`src/hdl/sprite_rle_decoder_defines.svh`:
```
// Assertion macros for the sprite run-length decoder.
// Used by the top level; relies on clk and rst_n in the including module.
`ifndef SPRITE_RLE_DECODER_DEFINES_SVH
`define SPRITE_RLE_DECODER_DEFINES_SVH

// Same-cycle implication, checked out of reset.
`define SRD_ASSERT_NOW(label, ante, cons, msg) \
    label: assert property (@(posedge clk) disable iff (!rst_n) (ante) |-> (cons)) \
        else $error(msg);

// Next-cycle implication, checked out of reset.
`define SRD_ASSERT_NEXT(label, ante, cons, msg) \
    label: assert property (@(posedge clk) disable iff (!rst_n) (ante) |=> (cons)) \
        else $error(msg);

`endif

```
`src/hdl/srd_pkg.sv`:
```
// Shared types and constants for the sprite run-length decoder.
// No dependencies.
`timescale 1ns / 1ps

package srd_pkg;

    localparam int COORD_BITS = 16;

    // Decode modes
    localparam logic [2:0] MODE_OP      = 3'd0;
    localparam logic [2:0] MODE_LITERAL = 3'd1;
    localparam logic [2:0] MODE_SHADOW1 = 3'd2;
    localparam logic [2:0] MODE_SHADOW2 = 3'd3;
    localparam logic [2:0] MODE_COUNT   = 3'd4;
    localparam logic [2:0] MODE_COLOR   = 3'd5;

    // Opcode values
    localparam logic [7:0] OP_LINE_END  = 8'h00;
    localparam logic [7:0] OP_IMAGE_END = 8'h80;
    localparam logic [7:0] OP_SHADOW    = 8'hC0;
    localparam logic [7:0] OP_COUNT     = 8'hC1;

    typedef struct packed {
        logic [2:0]            mode;
        logic [7:0]            remaining;
        logic [COORD_BITS-1:0] cur_x;
        logic [COORD_BITS-1:0] cur_y;
        logic                  finished;
    } state_t;

    typedef struct packed {
        logic [15:0] pos_x;
        logic [15:0] pos_y;
        logic [7:0]  run_length;
        logic [7:0]  color_index;
        logic        is_shadow;
        logic        image_end;
    } result_t;

    localparam state_t STATE_RESET = '{
        mode:      MODE_OP,
        remaining: 8'd0,
        cur_x:     '0,
        cur_y:     '0,
        finished:  1'b0
    };

endpackage

```
`src/hdl/sprite_rle_decoder.sv`:
```
// Top level of the sprite run-length decoder: input register, decode step, result register.
// Depends on srd_pkg, srd_decode, srd_out_reg and sprite_rle_decoder_defines.svh.
//
//  Channel | Handshake           | Payload
//  --------+---------------------+-------------------------------------------------
//  in      | in_valid / in_stall | code_byte, last_byte
//  out     | out_valid/out_stall | pos_x, pos_y, run_length, color_index,
//          |                     | is_shadow, image_end
//
// One byte per cycle sustained while the result register is not stalled; a taken byte is
// loaded into the input register, and the decode step then fills the result register.
// Reset clears the decode state and both valid bits; the payload registers are not reset.
// A result-producing byte waits in the input register only while the result register is
// full and stalled; bytes that give no result always pass straight through.
// A last byte returns the decode state to its reset value for the next sprite.
`timescale 1ns / 1ps

`include "sprite_rle_decoder_defines.svh"

module sprite_rle_decoder (
    input  logic        clk,
    input  logic        rst_n,
    input  logic        in_valid,
    output logic        in_stall,
    input  logic [7:0]  code_byte,
    input  logic        last_byte,
    output logic        out_valid,
    input  logic        out_stall,
    output logic [15:0] pos_x,
    output logic [15:0] pos_y,
    output logic [7:0]  run_length,
    output logic [7:0]  color_index,
    output logic        is_shadow,
    output logic        image_end
);
    import srd_pkg::*;

    // Input register
    logic       in_valid_reg;
    logic       in_valid_next;
    logic [7:0] code_reg;
    logic       last_reg;

    // Decode state
    state_t state_reg;
    state_t state_next;
    state_t dec_state;

    result_t dec_result;
    result_t out_data;
    logic    dec_has_result;
    logic    out_ready;
    logic    dec_fire;
    logic    in_accept;

    srd_decode u_decode (
        .state      (state_reg),
        .code       (code_reg),
        .last       (last_reg),
        .state_next (dec_state),
        .result     (dec_result),
        .has_result (dec_has_result)
    );

    // The held byte is consumed once its result, if any, has somewhere to go.
    assign dec_fire  = in_valid_reg && (!dec_has_result || out_ready);
    assign in_stall  = in_valid_reg && !dec_fire;
    assign in_accept = in_valid && !in_stall;

    assign in_valid_next = in_accept || (in_valid_reg && !dec_fire);
    assign state_next    = dec_fire ? dec_state : state_reg;

    always_ff @(posedge clk or negedge rst_n)
    begin
        if (!rst_n)
        begin
            in_valid_reg <= 1'b0;
            state_reg    <= STATE_RESET;
        end
        else
        begin
            in_valid_reg <= in_valid_next;
            state_reg    <= state_next;
        end
    end

    always_ff @(posedge clk)
    begin
        if (in_accept)
        begin
            code_reg <= code_byte;
            last_reg <= last_byte;
        end
    end

    srd_out_reg u_out (
        .clk       (clk),
        .rst_n     (rst_n),
        .load      (dec_fire && dec_has_result),
        .load_data (dec_result),
        .ready     (out_ready),
        .out_valid (out_valid),
        .out_stall (out_stall),
        .out_data  (out_data)
    );

    assign pos_x       = out_data.pos_x;
    assign pos_y       = out_data.pos_y;
    assign run_length  = out_data.run_length;
    assign color_index = out_data.color_index;
    assign is_shadow   = out_data.is_shadow;
    assign image_end   = out_data.image_end;

    // After the end code only the opcode mode is possible.
    `SRD_ASSERT_NOW(a_finished_mode, state_reg.finished, state_reg.mode == MODE_OP,
        "finished with operands pending")
    // Literal mode always has bytes left to take.
    `SRD_ASSERT_NOW(a_literal_count, state_reg.mode == MODE_LITERAL,
        state_reg.remaining != 8'd0, "literal mode with zero count")
    // A result never overwrites one that is still stalled.
    `SRD_ASSERT_NOW(a_no_overwrite, dec_fire && dec_has_result,
        !(out_valid && out_stall), "result register overwritten while stalled")
    // A decoded last byte leaves the block in its reset state.
    `SRD_ASSERT_NEXT(a_last_resets, dec_fire && last_reg, state_reg == STATE_RESET,
        "state not cleared after last byte")

endmodule

```
`src/hdl/srd_decode.sv`:
```
// One-byte decode step: next state and optional result (a run or an image end).
// Depends on srd_pkg.
`timescale 1ns / 1ps

module srd_decode (
    input  srd_pkg::state_t  state,
    input  logic [7:0]       code,
    input  logic             last,
    output srd_pkg::state_t  state_next,
    output srd_pkg::result_t result,
    output logic             has_result
);
    import srd_pkg::*;

    state_t  ns;
    result_t res;
    logic    emit;
    logic [7:0] run_len;

    always_comb
    begin
        ns      = state;
        emit    = 1'b0;
        run_len = 8'd0;
        res     = '0;
        res.pos_x = 16'(state.cur_x);
        res.pos_y = 16'(state.cur_y);

        if (!state.finished)
        begin
            unique case (state.mode)
                MODE_LITERAL:
                begin
                    emit            = 1'b1;
                    run_len         = 8'd1;
                    res.color_index = code;
                    ns.remaining    = state.remaining - 8'd1;
                    if (state.remaining == 8'd1)
                        ns.mode = MODE_OP;
                end
                MODE_SHADOW1:
                begin
                    if (code[1:0] != 2'd0)
                    begin
                        emit          = 1'b1;
                        run_len       = {6'd0, code[1:0]};
                        res.is_shadow = 1'b1;
                        ns.mode       = MODE_OP;
                    end
                    else
                        ns.mode = MODE_SHADOW2;
                end
                MODE_SHADOW2:
                begin
                    if (code != 8'd0)
                    begin
                        emit          = 1'b1;
                        run_len       = code;
                        res.is_shadow = 1'b1;
                    end
                    ns.mode = MODE_OP;
                end
                MODE_COUNT:
                begin
                    ns.remaining = code;
                    ns.mode      = MODE_COLOR;
                end
                MODE_COLOR:
                begin
                    if (state.remaining != 8'd0)
                    begin
                        emit            = 1'b1;
                        run_len         = state.remaining;
                        res.color_index = code;
                    end
                    ns.remaining = 8'd0;
                    ns.mode      = MODE_OP;
                end
                default:
                begin
                    priority if (code == OP_LINE_END)
                    begin
                        ns.cur_y = state.cur_y + COORD_BITS'(1);
                        ns.cur_x = '0;
                    end
                    else if (code < OP_IMAGE_END)
                    begin
                        ns.remaining = code;
                        ns.mode      = MODE_LITERAL;
                    end
                    else if (code == OP_IMAGE_END)
                    begin
                        emit          = 1'b1;
                        res.image_end = 1'b1;
                        ns.finished   = 1'b1;
                    end
                    else if (code < OP_SHADOW)
                        ns.cur_x = state.cur_x + COORD_BITS'(code[6:0]);
                    else if (code == OP_SHADOW)
                        ns.mode = MODE_SHADOW1;
                    else if (code == OP_COUNT)
                        ns.mode = MODE_COUNT;
                    else
                    begin
                        ns.remaining = {2'd0, code[5:0]};
                        ns.mode      = MODE_COLOR;
                    end
                end
            endcase
            // a pixel run advances the column
            ns.cur_x = ns.cur_x + COORD_BITS'(run_len);
        end
        res.run_length = run_len;

        if (last)
        begin
            if (!state.finished && !emit)
            begin
                // empty end marker at the position after this byte
                res       = '0;
                res.pos_x = 16'(ns.cur_x);
                res.pos_y = 16'(ns.cur_y);
            end
            res.image_end = 1'b1;
            emit          = !state.finished || emit;
            ns            = STATE_RESET;
        end
    end

    assign state_next = ns;
    assign result     = res;
    assign has_result = emit;

endmodule

```
`src/hdl/srd_out_reg.sv`:
```
// Result register with valid/stall handshake towards the consumer.
// Depends on srd_pkg.
`timescale 1ns / 1ps

module srd_out_reg (
    input  logic             clk,
    input  logic             rst_n,
    input  logic             load,
    input  srd_pkg::result_t load_data,
    output logic             ready,
    output logic             out_valid,
    input  logic             out_stall,
    output srd_pkg::result_t out_data
);
    import srd_pkg::*;

    logic    valid_reg;
    logic    valid_next;
    result_t data_reg;

    // free when empty or being drained this cycle
    assign ready      = !valid_reg || !out_stall;
    assign valid_next = load || (valid_reg && out_stall);

    always_ff @(posedge clk or negedge rst_n)
    begin
        if (!rst_n)
            valid_reg <= 1'b0;
        else
            valid_reg <= valid_next;
    end

    always_ff @(posedge clk)
    begin
        if (load)
            data_reg <= load_data;
    end

    assign out_valid = valid_reg;
    assign out_data  = data_reg;

endmodule
```
`config.mk`:
```
export PLATFORM = sky130hd
export DESIGN_NAME = sprite_rle_decoder
export DESIGN_NICKNAME = d
export VERILOG_FILES = /design/src/hdl/srd_pkg.sv /design/src/hdl/sprite_rle_decoder.sv /design/src/hdl/srd_decode.sv /design/src/hdl/srd_out_reg.sv
export VERILOG_INCLUDE_DIRS = /design/src /design/src/hdl
export SDC_FILE = /design/constraint.sdc
export NUM_CORES = 1
export LEC_CHECK = 0
export BUFFER_PORTS_ARGS = -buffer_cell sky130_fd_sc_hd__buf_2
export CAP_MARGIN = 20
export CELL_PAD_IN_SITES_DETAIL_PLACEMENT = 0
export CELL_PAD_IN_SITES_GLOBAL_PLACEMENT = 1
export CORE_AREA = 3 3 94 164
export CTS_BUF_LIST = sky130_fd_sc_hd__clkbuf_4 sky130_fd_sc_hd__clkbuf_8
export CTS_CLUSTER_DIAMETER = 200
export DETAILED_ROUTE_END_ITERATION = 7
export DIE_AREA = 0 0 97 167
export GPL_ROUTABILITY_DRIVEN = 0
export PLACE_DENSITY_LB_ADDON = 0.1
export RECOVER_POWER = 25
export SLEW_MARGIN = 20
export SYNTH_ARGS = -nofsm -noshare
export SYNTH_HDL_FRONTEND = slang
export SYNTH_HIERARCHICAL = 1
export SYNTH_SLANG_ARGS = --single-unit
```
`constraint.sdc`:
```
create_clock -name clk -period 5.4 [get_ports clk]
set_input_delay 0.27 -clock clk [delete_from_list [all_inputs] [get_ports clk]]
set_output_delay 0.27 -clock clk [all_outputs]
set_load 0.05 [all_outputs]
```
Yosys cells after proc, flatten, opt, wreduce, memory -nomap -nowiden:

Cells that the tools add are included.

* eq/ne operators: 20
* multiplexer cells: 42
* add/sub/neg operators: 4
* reduce and logical (&&, ||, !) cells: 27
* magnitude comparators: 2

Operator list (count)
* two-way mux 50 bit: 2
* two-way mux 44 bit: 2
* two-way mux 33 bit: 2
* two-way mux 16 bit: 4
* case mux 8 bit (4 select lines): 2
* two-way mux 8 bit: 7
* two-way mux 11 bit: 3
* two-way mux 27 bit: 1
* equality test 8 bit, second input constant: 3
* inequality test 6 x 5 -> 1 bit, second input constant: 4
* adder 16 x 1 -> 16 bit, second input constant: 1
* adder 16 x 7 -> 16 bit: 1
* adder 16 x 8 -> 16 bit: 1
* < comparator 8 bit, second input constant: 2
* case mux 8 bit (2 select lines): 1
* nonzero test 8 bit: 2
* inequality test 7 x 6 -> 1 bit, second input constant: 2
* case mux 3 bit (4 select lines): 1
* two-way mux 1 bit: 10
* two-way mux 10 bit: 1
* equality test 8 x 1 -> 1 bit, second input constant: 1
* zero test 8 bit: 1
* AND reduction 8 bit: 1
* subtractor 8 x 1 -> 8 bit, second input constant: 1
* 19 further kinds: 39

* input bits: 13
* register bits: 105
* output and inout bits: 52

Logic depth before layout (Yosys ltp):

Gate-level depths: netlist of run 1.

* word-level depth: 16
* gate-level depth with buffers: 19
* depth with buffers taken out: 19

By module:

The synthesis of run 1 kept the hierarchy.

By module, submodules not included
* srd_decode: cells an instance 550, area an instance 3254.4 um^2, times used 1
* sprite_rle_decoder: cells an instance 110, area an instance 1981.9 um^2, times used 1
* srd_out_reg: cells an instance 53, area an instance 1537.7 um^2, times used 1

Worst setup path before layout of run 1:

OpenSTA, ideal clock, no wires.

* path kind: register to register
* from: register code_reg[1]
* to: register state_reg[29] (netlist bit)
* buffers on the path: 1
* slack: 1.489 ns
* stages on the path, launching flop included: 17
* arrival: 3.786 ns
* path through: edfxtp_1 -> nor4_2 -> nand3_1 -> nor2_1 -> clkbuf_1 -> a21oi_1 -> ha_1 -> fa_1 -> a21o_1 -> a211oi_1 -> nor2_1 -> nor4_1 -> nor3_1 -> a31oi_1 -> or4_1 -> a31oi_1 -> mux2_2

RTL lines
* start, declared: line sprite_rle_decoder.sv:41 `logic [7:0] code_reg;`
* start signal, assigned: line sprite_rle_decoder.sv:91 `code_reg <= code_byte;`
* end signal, assigned: line sprite_rle_decoder.sv:83 `state_reg <= state_next;`
* end, declared: line sprite_rle_decoder.sv:45 `state_t state_reg;`

==> results.toml, run 1 <==
[die]
die_area_um2 = 16200
coreArea_um2 = 14300
die_w_um = 97
rows = 58
start_util = 0.474
ioPinCount = 65
die_h_um = 167

[clock_network]
clock_latency_ps = 380
ctsHoldBuffers = 0
post_cts_buffers = 0
tritoncts = "done"
cts-resized-gates = 0
cts_max_level = 3
cts.sinks = 105
clk_pin_slew_worst_paths_ps = 100
ctsLongestPathBuffers = 2
cts-root-buf = "clkbuf_8"
numCtsBuffers = 9

[global_route]
grt_pass1_vias = 5604
grt_antenna_before_repair = 0
track_usage = 0.231
grt_pass1_wl_um = 29800
gr-total-overflow = 0
grt_max_degree = 47

[power]
ir_drop_mv = 0.225
power_uw = 3010
leakage_uw = 0.00311
powerDensity_nw_per_um2 = 405

[finish]
final_util = 0.519
diodes = 0
largest_reg_flops = 50
fin_cells = 947
n_fill_cell = 1332
finish.instance_area_um2 = 7420
drive_above_1_share = 0.177
num-nets-final = 798
area_growth_pct = 9.57

[placement]
dp.cells = 931
post-dp-hpwl_um = 13200
placed_area_um2 = 7220
port_buffers = 64

[setup_path]
crit_path_start_kind = "register"
cpMostUsedCell = "a21oi_1"
cp_slowest_cell = "o31ai_1"
end_kind = "register"
crit_arrival_ps = 4800
cp_max_fo = 8
path_class = "register to register"
cp_cell_sequence = "ha_1 > inv_1 > fa_1 > nor2b_1 > o31ai_1 > or2b_1 > a21oi_1 > xnor2_1 > nand2_1 > a21oi_1 > ha_1 > a21oi_1 > a21oi_1 > and2_1 > nand3_2 > o211a_1 > a2111oi_1 > mux2_2"
ff2ff_setup_slack_ps = 900
slowest_delay_ps = 570
cp.required_ps = 5710

[synthesis]
synthArstFlopShare = 0.438
synth_cell_type_count = 68
synth.avg_cell_area_um2 = 9.50
synth_area_leader_cell = "edfxtp_1"
synth.top_cells.by_area = "edfxtp_1 (26%), dfrtp_1 (17%), mux2_2 (7.3%)"
yosysSeqAreaShare = 0.431
yosys-top-cells-count = "nor2_1 (91), nand2_1 (87), edfxtp_1 (59)"
synth_seq_cells = 105
synth_top_cell_area_share = 0.262
synth_nets = 749
yosysWarnings = 6
yosysMostFrequentCell = "nor2_1"
synth_edf_count = 59
synthFlopType = "edfxtp_1"
syn_inst = 713
synth_area_um2 = 6770

[timing]
drv_slew = 47
tns_ps = 0
relSlewSlack = -0.938
rsz0062_at_grt = "false"
tightest_slew_ps = 2910
finalSetupViolCount = 0
period_needed_ps = 4500
skew_ps = 15.5
max_freq_ghz = 0.222
finalHoldViolCount = 0
fin_crit_sh = 0.833

[run_status]
violations = "capacitance limit, slew limit"
status = "finished, violations left"

[route]
wl_per_cell_um = 19.8
drc_errors = 0
num_vias = 5628
ant_nets = 0
firstDrtPassIters = 5
viasPerCell = 5.94
first_iter_violations = 320
wl_um = 18700

[min_path]
hold_path.class = "input port to register"

[job]
maxCapViolCount = 1
==> report_power, final <==
group	switching [uW]	internal, uW
Combinational	900	400
Clock	278	279
Sequential	139	1010
==> per-stage QoR <==
| stage | hold WS [ps] | worst slack [ps] |
|---|---|---|
| finish | 64.1 | 904 |
| global route | 43.0 | 541 |
| CTS | 26.9 | 983 |
| detailed placement | 444 | 1010 |
| global placement | 446 | 1110 |
| floorplan | -25.6 | 1490 |
==> routing by layer <==
metal,track usage,share of wire
met1,0.248,0.38
met3,0.0348,0.040
met4,0.0880,0.033
met5,0,0
met2,0.446,0.55
==> kinds of logic after synthesis <==
kind of cell | synth area share
mux | 0.0870
simple gates | 0.194
xor+xnor | 0.0595
flops | 0.431
fa+ha+maj | 0.0447
compound gates | 0.144
buf+inv | 0.0393
==> final timing paths <==
path,from,end,depth (start not counted)
min in group asynchronous,rst_n,state_reg[5],2
worst max-delay path,code_reg[0],state_reg[32],18
worst max register to register,code_reg[0],state_reg[32],18
max in group asynchronous,rst_n,state_reg[17],2
worst min register to register,u_out/out_valid,u_out/out_valid,1
worst min-delay path,code_byte[6],code_reg[6],1
==> cell type report <==
| class | count | area (um^2) | share of cell area |
|---|---|---|---|
| clock buffer | 11 | 145 | 0.0196 |
| clock inverter | 5 | 77.6 | 0.0105 |
| inverter | 24 | 90.1 | 0.0121 |
| multi-input combinational | 550 | 3600 | 0.485 |
| sequential | 105 | 2920 | 0.394 |
| tap | 180 | 225 | 0.0303 |
| timing repair buffer | 72 | 364 | 0.0491 |
==> cells in the final DEF (no fill, tap or decap), types with 5 or more instances in the layout <==
cell and instances:
a22oi_1 9, o21a_1 7, nand3_1 15, a21o_1 6, a21oi_1 39, buf_4 7, xor2_1 23, edfxtp_1 59
a31oi_1 11, nor2_1 91, and2_1 10, o211ai_1 8, ha_1 21, o21ai_0 28, nor4_1 7, nand2_1 87
a211oi_1 5, nor2b_1 7, clkbuf_1 11, mux2i_1 6, dfrtp_1 46, buf_2 54, nor3_1 23, mux2_2 44
nand4_1 10, or3_1 6, clkbuf_8 10, inv_1 22, xnor2_1 23
==> critical path: cells and delay by family (launching register included) <==
kind | cells | cell delay (ps)
buffers and inverters | 1 | 70
XOR/XNOR | 1 | 130
adder cells (fa/ha/maj) | 3 | 680
multiplexers | 1 | 220
flip-flops | 1 | 540
AND/OR/NAND/NOR | 5 | 900
AO/OA/AOI/OAI | 7 | 1880
Power figures use the tool's default switching activity.
==> run 2: changes to the inputs <==
Clock period 5.4 ns to 4.5 ns, I/O delays scaled along.
==> run 2 against run 1 <==
The run still ends with capacitance limit, slew limit left. Final cell count is 1.8% higher. Die area is the same. Clock power about the same. Hold slack lost 35 ps. First-iteration DRC count is 1.3% lower. Sequential power rose by 17%. Wire length grew 0.67%. Global-route usage increased by 0.69 points. Clock skew is 0.61 ps higher. Critical endpoint unchanged. Largest cell class unchanged. Largest power group unchanged.
==> results.toml, run 2 (synthesized netlist as in run 1, its figures left out) <==
[setup_path]
end_kind = "register"
crit_path_start_kind = "register"
crit_arrival_ps = 4450
cp.required_ps = 4810
cp_max_fo = 8
path_class = "register to register"

[run_status]
violations = "capacitance limit, slew limit"
status = "finished, violations left"

[finish]
final_common_cell = "nor2_1"
area_growth_pct = 11.2
drive_above_1_share = 0.198
n_fill_cell = 1350
final_util = 0.527
largest_reg_flops = 50
diodes = 0
final_cell_mix = "nor2_1 (91), nand2_1 (87), edfxtp_1 (59), buf_2 (54), dfrtp_1 (46)"
num-nets-final = 815
fin_cells = 964

[timing]
tightest_slew_ps = 2910
skew_ps = 16.1
finalSetupViolCount = 0
tns_ps = 0
fin_crit_sh = 0.918
fin_ws_ps = 367
finalHoldViolCount = 0
drv_slew = 47
max_freq_ghz = 0.242
rsz0062_at_grt = "false"
relSlewSlack = -0.937
period_needed_ps = 4130

[die]
die_h_um = 167
die_w_um = 97
die_area_um2 = 16200
rows = 58
ioPinCount = 65
coreArea_um2 = 14300
start_util = 0.474

[global_route]
busiest_layer = "met2"
track_usage = 0.238
grt_max_degree = 47
grt.met3_usage = 0.0281
grt_antenna_before_repair = 0
grt_pass1_vias = 5763
use_met2 = 0.456
gr-usage-met1 = 0.257
gr-total-overflow = 0
grt_pass1_wl_um = 30600

[power]
powerDensity_nw_per_um2 = 472
netSwitchingFraction = 0.448
power_frac_comb = 0.465
pwr-share-clk = 0.156
power_uw = 3560
leakage_uw = 0.00317
p_seq_frac = 0.379
ir_drop_mv = 0.486
p_int_uw = 1970
switching_power_uw = 1590

[clock_network]
cts.sinks = 105
ctsLongestPathBuffers = 2
post_cts_buffers = 0
numCtsBuffers = 9
tritoncts = "done"
cts-root-buf = "clkbuf_8"
clock_latency_ps = 370
clk_pin_slew_worst_paths_ps = 100
cts_max_level = 3

[route]
drc_errors = 0
num_vias = 5677
wl_um = 18800
firstDrtPassIters = 5
first_iter_violations = 316
viasPerCell = 5.89
wl_per_cell_um = 19.5
ant_nets = 0

[min_path]
hold_path.class = "input port to register"

[job]
maxCapViolCount = 1

[placement]
port_buffers = 64
post-dp-hpwl_um = 13500
dp.cells = 946
dp_slack_ps = 198
## run 2: layout make-up
cell class / count / area, um^2 / area share
Clock inverter: 4 / 28.8 / 0.00382
Multi-Input combinational cell: 550 / 3610 / 0.479
Timing Repair Buffer: 89 / 509 / 0.0676
Inverter: 24 / 90.1 / 0.0120
Sequential cell: 105 / 2920 / 0.388
Tap cell: 180 / 225 / 0.0299
Clock buffer: 12 / 146 / 0.0194
## run 2: final timing paths
path	cells after the start	end	slack, ps	startpoint
max reg2reg	18	state_reg[32]	370	code_reg[0]
min in group asynchronous	3	state_reg[5]	1410	rst_n
min	1	code_reg[0]	30	code_byte[0]
max	18	state_reg[32]	370	code_reg[0]
min reg2reg	1	u_out/out_valid	520	u_out/out_valid
max in group asynchronous	3	state_reg[29]	1430	rst_n
## run 2: power by group through the flow
stage / Clock, uW / Combinational (uW) / Sequential, uW
3_5_place_dp: 0 / 1630 / 1370
6_report: 554 / 1660 / 1350
4_1_cts: 578 / 1640 / 1350
3_3_place_gp: 0 / 1620 / 1370
2_1_floorplan: 0 / 917 / 1640
5_1_grt: 613 / 1800 / 1370
## run 2: what timing repair did
action / in CTS / in global routing
resized for setup: 0 / 4
hold buffers: 2 / 0
setup endpoints to repair: 0 / 11
endpoints found under the hold margin: 42 / 0
## run 2: through the flow
| step | instance area, um^2 | hold slack, ps |
|---|---|---|
| 5_1_grt | 7530 | 4.92 |
| 6_report | 7530 | 29.2 |
| 3_5_place_dp | 7330 | 397 |
| 4_1_cts | 7530 | 12.6 |
| 2_1_floorplan | 6770 | -70.6 |
| 3_3_place_gp | 7330 | 396 |
## run 2: worst max-delay path, cell delays in order, from the launching register on
cell       delay (ps)
edfxtp_1          490
ha_1              210
inv_1              50
fa_1              380
nor2b_1           300
o31ai_4           120
or2b_1            170
a21oi_1            70
xnor2_1           120
nand2_1            60
a21oi_1            70
ha_1              380
a21oi_1           140
a21oi_1           210
and2_1            240
nand3_2           190
o211a_1           280
a2111oi_1         390
mux2_2            220
## run 2: layer usage
layer / wire (um) / up-vias
met5: 0 / -
met4: 654 / 0
met3: 694 / 47
met2: 10300 / 174
met1: 7150 / 2747
li1: - / 2709
